===== config.mk =====
export PLATFORM = sky130hd
export DESIGN_NAME = maze_wall_map_update
export DESIGN_NICKNAME = d
export VERILOG_FILES = /design/src/design/wmu_pkg.sv /design/src/design/wmu_map_ram.sv /design/src/design/wmu_seq.sv /design/src/design/maze_wall_map_update.sv
export SDC_FILE = /design/constraint.sdc
export NUM_CORES = 2
export LEC_CHECK = 0
export BUFFER_PORTS_ARGS = -buffer_cell sky130_fd_sc_hd__buf_4
export CORE_MARGIN = 10
export CORE_UTILIZATION = 45
export CTS_CLUSTER_DIAMETER = 120
export DETAILED_ROUTE_END_ITERATION = 8
export HOLD_SLACK_MARGIN = 0.06
export PLACE_DENSITY = 0.62
export SETUP_SLACK_MARGIN = 0.05
export SKIP_CTS_REPAIR_TIMING = 1
export SLEW_MARGIN = 20
export SYNTH_ARGS = -nofsm -noshare
export SYNTH_HDL_FRONTEND = slang
export SYNTH_SLANG_ARGS = --single-unit

===== constraint.sdc =====
create_clock -name clk -period 42.2 [get_ports clk]
set_input_delay 0 -clock clk [delete_from_list [all_inputs] [get_ports clk]]
set_output_delay 0 -clock clk [all_outputs]
set_load 0.01 [all_outputs]

===== src/design/wmu_pkg.sv =====
`timescale 1ns / 1ps
// wmu_pkg: shared types and codes for the maze wall map update block
// wall state codes, action codes, sides, sequencer states and result struct
// no dependencies
package wmu_pkg;

  typedef enum logic [1:0] {
    WS_UNKNOWN  = 2'd0,
    WS_OPEN     = 2'd1,
    WS_WALL     = 2'd2,
    WS_CONFLICT = 2'd3
  } wall_state_t;

  localparam logic [1:0] ACT_CLEAR  = 2'd0;
  localparam logic [1:0] ACT_RECORD = 2'd1;

  localparam logic [1:0] SIDE_N = 2'd0;
  localparam logic [1:0] SIDE_E = 2'd1;
  localparam logic [1:0] SIDE_S = 2'd2;
  localparam logic [1:0] SIDE_W = 2'd3;

  typedef enum logic [3:0] {
    S_IDLE,
    S_CELL,
    S_NB_N,
    S_NB_E,
    S_NB_S,
    S_NB_W,
    S_CLR_WAIT,
    S_CLR_READ,
    S_DONE
  } seq_state_t;

  typedef struct packed {
    logic [1:0] side_state;
    logic       cell_was_unknown;
  } result_t;

endpackage


===== src/design/wmu_map_ram.sv =====
`timescale 1ns / 1ps
// wmu_map_ram: wall map memory, one 8-bit entry per cell, registered read
// includes the clearing sweep that rewrites the boundary pattern; uses wmu_pkg
module wmu_map_ram #(
  parameter int GRID_WIDTH  = 16,
  parameter int GRID_HEIGHT = 16
) (
  input  logic                                        clk,
  input  logic                                        rst,
  input  logic                                        clr_start,
  output logic                                        clr_busy,
  input  logic [$clog2(GRID_WIDTH*GRID_HEIGHT)-1:0]   rd_addr,
  output logic [7:0]                                  rdata,
  input  logic                                        wr_en,
  input  logic [$clog2(GRID_WIDTH*GRID_HEIGHT)-1:0]   wr_addr,
  input  logic [7:0]                                  wr_data
);
  import wmu_pkg::*;

  localparam int DEPTH = GRID_WIDTH * GRID_HEIGHT;
  localparam int AW    = $clog2(DEPTH);
  localparam int XW    = $clog2(GRID_WIDTH);
  localparam int YW    = $clog2(GRID_HEIGHT);

  logic [7:0]    mem [DEPTH];
  logic [AW-1:0] sweep_addr;
  logic [XW-1:0] sweep_x;
  logic [YW-1:0] sweep_y;
  logic [7:0]    sweep_data;
  logic [AW-1:0] wa;
  logic [7:0]    wd;
  logic          we;

  // boundary pattern of the swept cell
  always_comb begin
    sweep_data = '0;
    if (sweep_y == YW'(GRID_HEIGHT - 1)) sweep_data[1:0] = WS_WALL;
    if (sweep_x == XW'(GRID_WIDTH - 1) || (sweep_x == '0 && sweep_y == '0)) begin
      sweep_data[3:2] = WS_WALL;
    end
    if (sweep_y == '0) sweep_data[5:4] = WS_WALL;
    if (sweep_x == '0 || (sweep_x == XW'(1) && sweep_y == '0)) begin
      sweep_data[7:6] = WS_WALL;
    end
  end

  always_ff @(posedge clk) begin
    if (rst || clr_start) begin
      clr_busy   <= 1'b1;
      sweep_addr <= '0;
      sweep_x    <= '0;
      sweep_y    <= '0;
    end else if (clr_busy) begin
      if (sweep_addr == AW'(DEPTH - 1)) begin
        clr_busy <= 1'b0;
      end
      sweep_addr <= sweep_addr + AW'(1);
      if (sweep_x == XW'(GRID_WIDTH - 1)) begin
        sweep_x <= '0;
        sweep_y <= sweep_y + YW'(1);
      end else begin
        sweep_x <= sweep_x + XW'(1);
      end
    end
  end

  assign we = clr_busy || wr_en;
  assign wa = clr_busy ? sweep_addr : wr_addr;
  assign wd = clr_busy ? sweep_data : wr_data;

  always_ff @(posedge clk) begin
    if (we) begin
      mem[wa] <= wd;
    end
    rdata <= mem[rd_addr];
  end

endmodule


===== src/design/wmu_seq.sv =====
`timescale 1ns / 1ps
// wmu_seq: request sequencer, reads the cell, merges sensing and updates neighbors
// drives the map memory ports; uses wmu_pkg
module wmu_seq #(
  parameter int GRID_WIDTH  = 16,
  parameter int GRID_HEIGHT = 16
) (
  input  logic                                        clk,
  input  logic                                        rst,
  input  logic                                        req_accept,
  input  logic [1:0]                                  action,
  input  logic [3:0]                                  cell_x,
  input  logic [3:0]                                  cell_y,
  input  logic [1:0]                                  heading,
  input  logic                                        front_right_wall,
  input  logic                                        front_left_wall,
  input  logic                                        side_right_wall,
  input  logic                                        side_left_wall,
  output logic                                        busy,
  output logic                                        clr_start,
  input  logic                                        clr_busy,
  output logic [$clog2(GRID_WIDTH*GRID_HEIGHT)-1:0]   rd_addr,
  input  logic [7:0]                                  rdata,
  output logic                                        wr_en,
  output logic [$clog2(GRID_WIDTH*GRID_HEIGHT)-1:0]   wr_addr,
  output logic [7:0]                                  wr_data,
  output logic                                        res_valid,
  input  logic                                        res_ready,
  output wmu_pkg::result_t                            res
);
  import wmu_pkg::*;

  localparam int AW = $clog2(GRID_WIDTH * GRID_HEIGHT);

  seq_state_t    state, state_next;
  logic [1:0]    act;
  logic [1:0]    hd;
  logic          front_wall, right_wall, left_wall;
  logic          cell_in_grid;
  logic          x_lo, x_hi, y_lo, y_hi;
  logic [AW-1:0] cell_addr;
  logic [7:0]    fin;
  logic          was_unknown;
  logic [1:0]    side_res;

  logic          inside_in;
  logic [AW-1:0] addr_in;
  logic [AW-1:0] n_addr, e_addr, s_addr, w_addr;
  logic [7:0]    fin_c;
  logic [1:0]    cell_side;
  logic          cell_unk;
  logic [1:0]    rel;
  logic [1:0]    want;
  logic [1:0]    old;

  assign inside_in = ({3'b0, cell_x} < 7'(GRID_WIDTH)) && ({3'b0, cell_y} < 7'(GRID_HEIGHT));
  assign addr_in   = inside_in ?
                     AW'(AW'(cell_y) * AW'(GRID_WIDTH) + AW'(cell_x)) : '0;

  assign n_addr = y_hi ? cell_addr + AW'(GRID_WIDTH) : cell_addr;
  assign e_addr = x_hi ? cell_addr + AW'(1) : cell_addr;
  assign s_addr = y_lo ? cell_addr - AW'(GRID_WIDTH) : cell_addr;
  assign w_addr = x_lo ? cell_addr - AW'(1) : cell_addr;

  assign cell_side = rdata[2*hd +: 2];
  assign cell_unk  = (rdata[1:0] == WS_UNKNOWN) || (rdata[3:2] == WS_UNKNOWN) ||
                     (rdata[5:4] == WS_UNKNOWN) || (rdata[7:6] == WS_UNKNOWN);

  // merge sensed sides with the stored cell
  always_comb begin
    fin_c = '0;
    rel   = '0;
    want  = WS_OPEN;
    old   = WS_UNKNOWN;
    for (int s = 0; s < 4; s++) begin
      rel = 2'(s) - hd;
      unique case (rel)
        2'd0:    want = front_wall ? WS_WALL : WS_OPEN;
        2'd1:    want = right_wall ? WS_WALL : WS_OPEN;
        2'd2:    want = WS_OPEN;
        default: want = left_wall ? WS_WALL : WS_OPEN;
      endcase
      old = rdata[2*s +: 2];
      fin_c[2*s +: 2] = (old == WS_UNKNOWN || old == want) ? want : WS_CONFLICT;
    end
  end

  always_comb begin
    state_next = state;
    rd_addr    = cell_addr;
    wr_en      = 1'b0;
    wr_addr    = cell_addr;
    wr_data    = fin_c;
    clr_start  = 1'b0;
    res_valid  = 1'b0;
    unique case (state)
      S_IDLE: begin
        rd_addr = addr_in;
        if (req_accept) state_next = S_CELL;
      end
      S_CELL: begin
        rd_addr = n_addr;
        if (act == ACT_CLEAR) begin
          clr_start  = 1'b1;
          state_next = S_CLR_WAIT;
        end else if (act == ACT_RECORD && cell_in_grid) begin
          wr_en      = 1'b1;
          state_next = S_NB_N;
        end else begin
          state_next = S_DONE;
        end
      end
      S_NB_N: begin
        rd_addr    = e_addr;
        wr_en      = y_hi;
        wr_addr    = n_addr;
        wr_data    = {rdata[7:6], fin[1:0], rdata[3:0]};
        state_next = S_NB_E;
      end
      S_NB_E: begin
        rd_addr    = s_addr;
        wr_en      = x_hi;
        wr_addr    = e_addr;
        wr_data    = {fin[3:2], rdata[5:0]};
        state_next = S_NB_S;
      end
      S_NB_S: begin
        rd_addr    = w_addr;
        wr_en      = y_lo;
        wr_addr    = s_addr;
        wr_data    = {rdata[7:2], fin[5:4]};
        state_next = S_NB_W;
      end
      S_NB_W: begin
        wr_en      = x_lo;
        wr_addr    = w_addr;
        wr_data    = {rdata[7:4], fin[7:6], rdata[1:0]};
        state_next = S_DONE;
      end
      S_CLR_WAIT: begin
        if (!clr_busy) state_next = S_CLR_READ;
      end
      S_CLR_READ: begin
        state_next = S_DONE;
      end
      S_DONE: begin
        res_valid = 1'b1;
        if (res_ready) state_next = S_IDLE;
      end
      default: state_next = S_IDLE;
    endcase
  end

  always_ff @(posedge clk) begin
    if (rst) begin
      state <= S_IDLE;
    end else begin
      state <= state_next;
    end
  end

  always_ff @(posedge clk) begin
    if (state == S_IDLE && req_accept) begin
      act          <= action;
      hd           <= heading;
      front_wall   <= front_right_wall | front_left_wall;
      right_wall   <= side_right_wall;
      left_wall    <= side_left_wall;
      cell_in_grid <= inside_in;
      cell_addr    <= addr_in;
      x_lo         <= cell_x != 4'd0;
      y_lo         <= cell_y != 4'd0;
      x_hi         <= {3'b0, cell_x} < 7'(GRID_WIDTH - 1);
      y_hi         <= {3'b0, cell_y} < 7'(GRID_HEIGHT - 1);
    end
    if (state == S_CELL) begin
      was_unknown <= cell_in_grid && cell_unk;
      fin         <= fin_c;
      if (act == ACT_RECORD && cell_in_grid) begin
        side_res <= fin_c[2*hd +: 2];
      end else begin
        side_res <= cell_in_grid ? cell_side : WS_UNKNOWN;
      end
    end
    if (state == S_CLR_READ) begin
      side_res <= cell_in_grid ? cell_side : WS_UNKNOWN;
    end
  end

  assign busy                 = state != S_IDLE;
  assign res.side_state       = side_res;
  assign res.cell_was_unknown = was_unknown;

endmodule


===== src/design/maze_wall_map_update.sv =====
`timescale 1ns / 1ps
// maze_wall_map_update: top level, sequencer, wall map memory and output register
// depends on wmu_pkg, wmu_seq, wmu_map_ram
// one request in flight at a time: a new request is taken only once the
// sequencer is back in idle, after its result has been accepted
// reset starts a clearing sweep of every cell, stall held high
module maze_wall_map_update #(
  parameter int GRID_WIDTH  = 16,
  parameter int GRID_HEIGHT = 16
) (
  input  logic       clk,
  input  logic       rst,
  input  logic       in_valid,
  output logic       in_stall,
  input  logic [1:0] action,
  input  logic [3:0] cell_x,
  input  logic [3:0] cell_y,
  input  logic [1:0] heading,
  input  logic       front_right_wall,
  input  logic       front_left_wall,
  input  logic       side_right_wall,
  input  logic       side_left_wall,
  output logic       out_valid,
  input  logic       out_stall,
  output logic [1:0] side_state,
  output logic       cell_was_unknown
);
  import wmu_pkg::*;

  localparam int AW = $clog2(GRID_WIDTH * GRID_HEIGHT);

  logic          seq_busy;
  logic          clr_start;
  logic          clr_busy;
  logic [AW-1:0] rd_addr;
  logic [7:0]    rdata;
  logic          wr_en;
  logic [AW-1:0] wr_addr;
  logic [7:0]    wr_data;
  logic          res_valid;
  logic          res_ready;
  result_t       res;
  logic          req_accept;

  assign in_stall   = seq_busy || clr_busy;
  assign req_accept = in_valid && !in_stall;
  assign res_ready  = !out_valid || !out_stall;

  wmu_seq #(
    .GRID_WIDTH (GRID_WIDTH),
    .GRID_HEIGHT(GRID_HEIGHT)
  ) u_seq (
    .clk             (clk),
    .rst             (rst),
    .req_accept      (req_accept),
    .action          (action),
    .cell_x          (cell_x),
    .cell_y          (cell_y),
    .heading         (heading),
    .front_right_wall(front_right_wall),
    .front_left_wall (front_left_wall),
    .side_right_wall (side_right_wall),
    .side_left_wall  (side_left_wall),
    .busy            (seq_busy),
    .clr_start       (clr_start),
    .clr_busy        (clr_busy),
    .rd_addr         (rd_addr),
    .rdata           (rdata),
    .wr_en           (wr_en),
    .wr_addr         (wr_addr),
    .wr_data         (wr_data),
    .res_valid       (res_valid),
    .res_ready       (res_ready),
    .res             (res)
  );

  wmu_map_ram #(
    .GRID_WIDTH (GRID_WIDTH),
    .GRID_HEIGHT(GRID_HEIGHT)
  ) u_map_ram (
    .clk      (clk),
    .rst      (rst),
    .clr_start(clr_start),
    .clr_busy (clr_busy),
    .rd_addr  (rd_addr),
    .rdata    (rdata),
    .wr_en    (wr_en),
    .wr_addr  (wr_addr),
    .wr_data  (wr_data)
  );

  always_ff @(posedge clk) begin
    if (rst) begin
      out_valid <= 1'b0;
    end else if (res_valid && res_ready) begin
      out_valid <= 1'b1;
    end else if (!out_stall) begin
      out_valid <= 1'b0;
    end
  end

  always_ff @(posedge clk) begin
    if (res_valid && res_ready) begin
      side_state       <= res.side_state;
      cell_was_unknown <= res.cell_was_unknown;
    end
  end

endmodule

-- After elaboration in Yosys (flattened, before gate mapping)
Memory sizes are Yosys's and may differ from the RTL's. A register that Yosys moved wholly into a read port is not among the register bits.
Cells that the tools add are included.
- add/subtract/negate cells: 12
- magnitude comparators: 2
- equality and inequality tests: 29
- shift-type cells: 2
- muxes and demuxes: 46
- bitwise operators: 1
- reduce and logical (&&, ||, !) cells: 40
- operator list (cell ; count):
    case mux 8 bit (4 select lines) ; 2
    2-to-1 mux 8 bit ; 6
    case mux 8 bit (5 select lines) ; 1
    case mux 4 bit (8 select lines) ; 1
    2-to-1 mux 2 bit ; 14
    2-to-1 mux 4 bit ; 6
    case mux 2 bit (3 select lines) ; 4
    zero test 2 bit ; 9
    adder 8 x 1 -> 8 bit, second input constant ; 2
    == test 4 x 3 -> 1 bit, second input constant ; 4
    indexed part select 8 x 4 -> 2 bit ; 2
    logical OR 1 bit ; 13
    == test 4 bit, second input constant ; 3
    zero test 4 bit ; 3
    nonzero test 4 bit ; 3
    2-to-1 mux 1 bit ; 11
    == test 2 x 1 -> 1 bit, second input constant ; 5
    adder 4 x 1 -> 4 bit, second input constant ; 2
    adder 8 x 4 -> 8 bit ; 1
    adder 8 x 5 -> 8 bit, second input constant ; 1
    == test 2 bit ; 4
    == test 2 bit, second input constant ; 4
    == test 4 x 1 -> 1 bit, second input constant ; 2
    == test 4 x 2 -> 1 bit, second input constant ; 2
    other kinds (16) ; 27
- flip-flop bits (word level): 55
- memory bits (writable): 2048
- bits of input ports: 20
- output and inout port bits: 5
- word-level logic and storage cells: 154
- memories kept: 1
- memory list (memory ; words ; width ; rd ports ; clocked after memory_dff ; write ports ; RTL line ; source):
    u_map_ram.mem ; 256 ; 8 ; 1 ; 1 ; 1 ; wmu_map_ram.sv:25 ; logic [7:0] mem [DEPTH];

-- Logic depth before layout (Yosys ltp)
- depth after elaboration: 10
- mapped depth: 16
- depth with buffers taken out: 11

-- Modules after synthesis
A second synthesis with hierarchy kept.
- cell total of the unflattened synthesis: 4268
- area total of the unflattened synthesis: 83531.4 um^2
- modules (own cells, without submodules) (module ; times used ; cells an instance ; area each (um^2) ; seq. area each (um^2)):
    wmu_map_ram ; 1 ; 3974 ; 80826.3 ; 61999.5
    wmu_seq ; 1 ; 283 ; 2557.5 ; 980.9
    maze_wall_map_update ; 1 ; 11 ; 147.6 ; 110.1

-- Least setup slack after synthesis
Ideal clock, no wire load.
- kind: reg-to-reg
- from: register u_seq.state[1]
- to: memory u_map_ram.mem[0][2], data pin
- library setup time: 2.247 ns
- arrival time: 11.779 ns
- required time: 39.953 ns
- path slack: 28.175 ns
- stages on the path, launching flop included: 7
- clock period less this slack: 14.025 ns
- path through: dfxtp_1 buf_2 buf_2 nand2_1 a21oi_1 nor2_1 a211oi_1
- longest elaborated chain between the ends: 3
- RTL lines (what ; RTL line ; source):
    from (decl) ; wmu_seq.sv:35 ; seq_state_t state, state_next;
    from (signal assigned) ; wmu_seq.sv:158 ; state <= state_next;
    == test 4 x 3 -> 1 bit or == test 4 x 2 -> 1 bit (tied branches) ; wmu_seq.sv:96 ; unique case (state)
    case mux 8 bit (4 select lines) * ; wmu_seq.sv:96 ;
    2-to-1 mux 8 bit * ; wmu_map_ram.sv:69 ; assign wd = clr_busy ? sweep_data : wr_data;
    named net u_map_ram.wd[2] ; wmu_map_ram.sv:31 ; logic [7:0] wd;
    to (decl) ; wmu_map_ram.sv:25 ;
Mark *: on every way through the listed nets, which the timed path passes. The rest lies on a longest branch.

-- Final worst setup path
- from: register u_seq.state[1]
- to: register u_map_ram.rdata[3] (read register of u_map_ram.mem)
- longest elaborated chain between the ends: 2
- RTL lines (what ; RTL line ; source):
    == test 4 x 3 -> 1 bit, or another cell as far along ; wmu_seq.sv:96 ;
    case mux 8 bit (5 select lines) * ; wmu_seq.sv:96 ;
    to (decl) ; wmu_map_ram.sv:13 ; output logic [7:0] rdata,
Every way passes the cells marked *; elsewhere a longest branch is shown, timed or not.
A chain may end at the register's enable or synchronous reset.

==> run metrics <==
status=finished, final reports clean; Cell Area, Synth=0.0836 mm^2; highest clock rate=133 MHz; post-route worst setup slack=34.67 ns; Worst Hold Class=primary input to flop; Synth area leader=edfxtp_1; Unique masters post-synth=71; Mapped Avg Cell Area=17.4 um^2; gpl congestion=0.883; post-route DRC violation count=0; Clock Root Buffer=clkbuf_16; DR WL met2=100000 um; CTS tree=yes; Via Count=45290; leak pwr=26.9 nW; pre-CTS WS=34.85 ns; element type at the critical path start=flop; ys async rst share=0%; Rows=158; Vias/cell=6.03; antenna violations before repair=4; Met3 Routed Length=19400 um; global-route wire length before repair=316000 um; M1 WL=91300 um; Num CTS Buffers=206; Synthesis Warnings=0; Worst Tran Pin Value=1.18 ns; Net Count, Synth=4832; gr usage total=20.9%; Clk pin slew, worst setup/hold paths=0.06 ns; # diodes=0; Yosys top cell area share=74.7%; clk_skew=0.0296 ns; DR WL/cell=29.0 um; vias in the first global route=44274; GR Overflow Total=0; Clock Path Buffers=3; post-synthesis cell count=4801; # setup viols final=0; top sig layer=met4; Max Cap Viol=0; count leader, synth=edfxtp_1; Primary FF master, synth=edfxtp_1; most frequent CP cell=buf_4; DRT antenna net count=0; die height=451 um; Critical Path AT=8.23 ns; fin crit period=7.53 ns; WS Path Type=flop to flop; Worst EP required=42.90 ns; dpl hpwl=126000 um; Slew headroom=21.1%; area grow syn2layout=11.7%; Ports=25; sequential fraction of the synthesis area=75.4%; I/O Buffers=24; crit-path max FO=65; final hold violation count=0; final wirelength=218000 um; CP endpoint kind=flop; final setup TNS=0 ns; hold slack final=0.0706 ns; Final nets=4885; largest net degree at the start of global routing=197; initial core utilization=45.2%; PwrDens=46.3 mW/mm^2; final slew viol count=0; Die X=451 um; Iter 0 DRT Violations=5604; slowest cell on the critical path=dfxtp_1; Max rail drop VDD=0.0325 mV; Post-synth EDFFs=2081; clock latency on the worst-skew pair=0.87 ns; Die ar.=0.203 mm^2; Cell Chain, Critical Path=nor4b_4 > buf_4 > nand2_1 > nand3_4 > buf_4 > buf_4 > buf_4 > mux4_2 > a22o_1 > a221oi_1 > o22ai_1 > o21ai_0 > nand4_1; core area=0.185 mm^2; RSZ-0062 raised after global routing=false; Max stage delay on crit path=0.87 ns; Area contributors post-synth=edfxtp_1, mux4_2, nand2_1; H-tree levels=4; fin crit share=17.8%; Synth top cells by count=edfxtp_1, nand2_1, mux4_2; detailed-router iteration count before antenna repair=6; share of cells above drive strength 1=15.6%; clock sink total=2111; register bit count reported by yosys=2111
logic make-up after synthesis:
| kind of cell | share of synthesized area (%) |
|---|---|
| DFF | 75.4 |
| and+or+nand+nor | 6.90 |
| AOI/OAI and AO/OA | 4.52 |
| muxes | 10.9 |
| buffers and inverters | 1.81 |
| xor gates and xnor gates | 0.262 |
| adders and majority gates | 0.165 |
layout make-up:
| type | count | area, um^2 |
|---|---|---|
| clock buffer | 266 | 5400 |
| fill | 15033 | 91600 |
| timing repair buffer | 149 | 1300 |
| multi-input combinational | 2365 | 19300 |
| clock inverter | 117 | 1220 |
| inverter | 21 | 78.8 |
| sequential | 2111 | 63100 |
| tap | 2480 | 3100 |
worst paths after layout:
path	start	end	slack, ns	cells after the start
max	u_seq.state[1]	u_map_ram.rdata[3]	34.67	13
min	out_stall	side_state[0]	0.07	3
max reg2reg	u_seq.state[1]	u_map_ram.rdata[3]	34.67	13
min reg2reg	u_seq.side_res[0]	side_state[0]	0.42	0
cells in the final DEF (no fill, tap or decap), types with 10 or more instances in the layout:
cell type,instances
a21oi_1,83
a41oi_1,19
and4_1,19
a22o_1,44
clkbuf_16,207
a31oi_1,23
o41ai_1,13
bufinv_16,19
nand2b_1,10
clkbuf_1,59
mux4_2,341
buf_4,104
nand4_1,31
a211oi_1,30
a22oi_1,128
edfxtp_1,2081
dfxtp_1,29
o21ai_0,21
nor3_1,17
ha_1,11
o22ai_1,27
dlygate4sd3_1,37
mux2i_1,137
clkinv_2,25
nand2_1,548
xnor2_1,14
a311oi_1,13
xor2_1,11
clkinv_1,53
nand3_1,307
a221oi_1,39
nor2_1,324
o31ai_1,11
nand2_2,16
inv_1,19
registers in the layout, summed over array words and instances (netlist names), 2 cells and up:
name	count
side_state	2
u_map_ram.mem	2048
u_map_ram.rdata	8
u_map_ram.sweep_addr	8
u_map_ram.sweep_x	4
u_map_ram.sweep_y	4
u_seq.act	2
u_seq.cell_addr	8
u_seq.fin	8
u_seq.hd	2
u_seq.side_res	2
u_seq.state	4
power by group:
group / switching, mW / leakage (nW) / internal (mW)
clock network: 0.792 / 3.20 / 1.02
registers: 0.00432 / 16.4 / 2.30
logic: 0.148 / 7.33 / 0.0601
total: 0.944 / 26.9 / 3.39
layer usage:
layer,up-vias,track usage (%)
li1,19281,-
met1,23519,30.2
met2,2137,31.8
met3,353,4.52
met4,0,6.49
met5,-,0
through the flow:
stage               power (mW)  instance area, um^2  std cells  utilization (%)
floorplan                 2.49                83600       4801                -
global placement          2.56                86500       7089             46.7
detailed placement        2.56                86500       7089             46.7
CTS                       4.35                93100       7472             50.3
global route              4.45                93500       7509             50.5
finish                    4.33                93500       7509             50.5
critical path: cells and delay by family (launching register included):
family | cells | cell delay (ns)
flip-flops | 1 | 0.87
buffers and inverters | 4 | 2.54
AND/OR/NAND/NOR | 4 | 1.84
multiplexers | 1 | 0.41
AO/OA/AOI/OAI | 4 | 1.47
(Power assumes the default switching activity.)
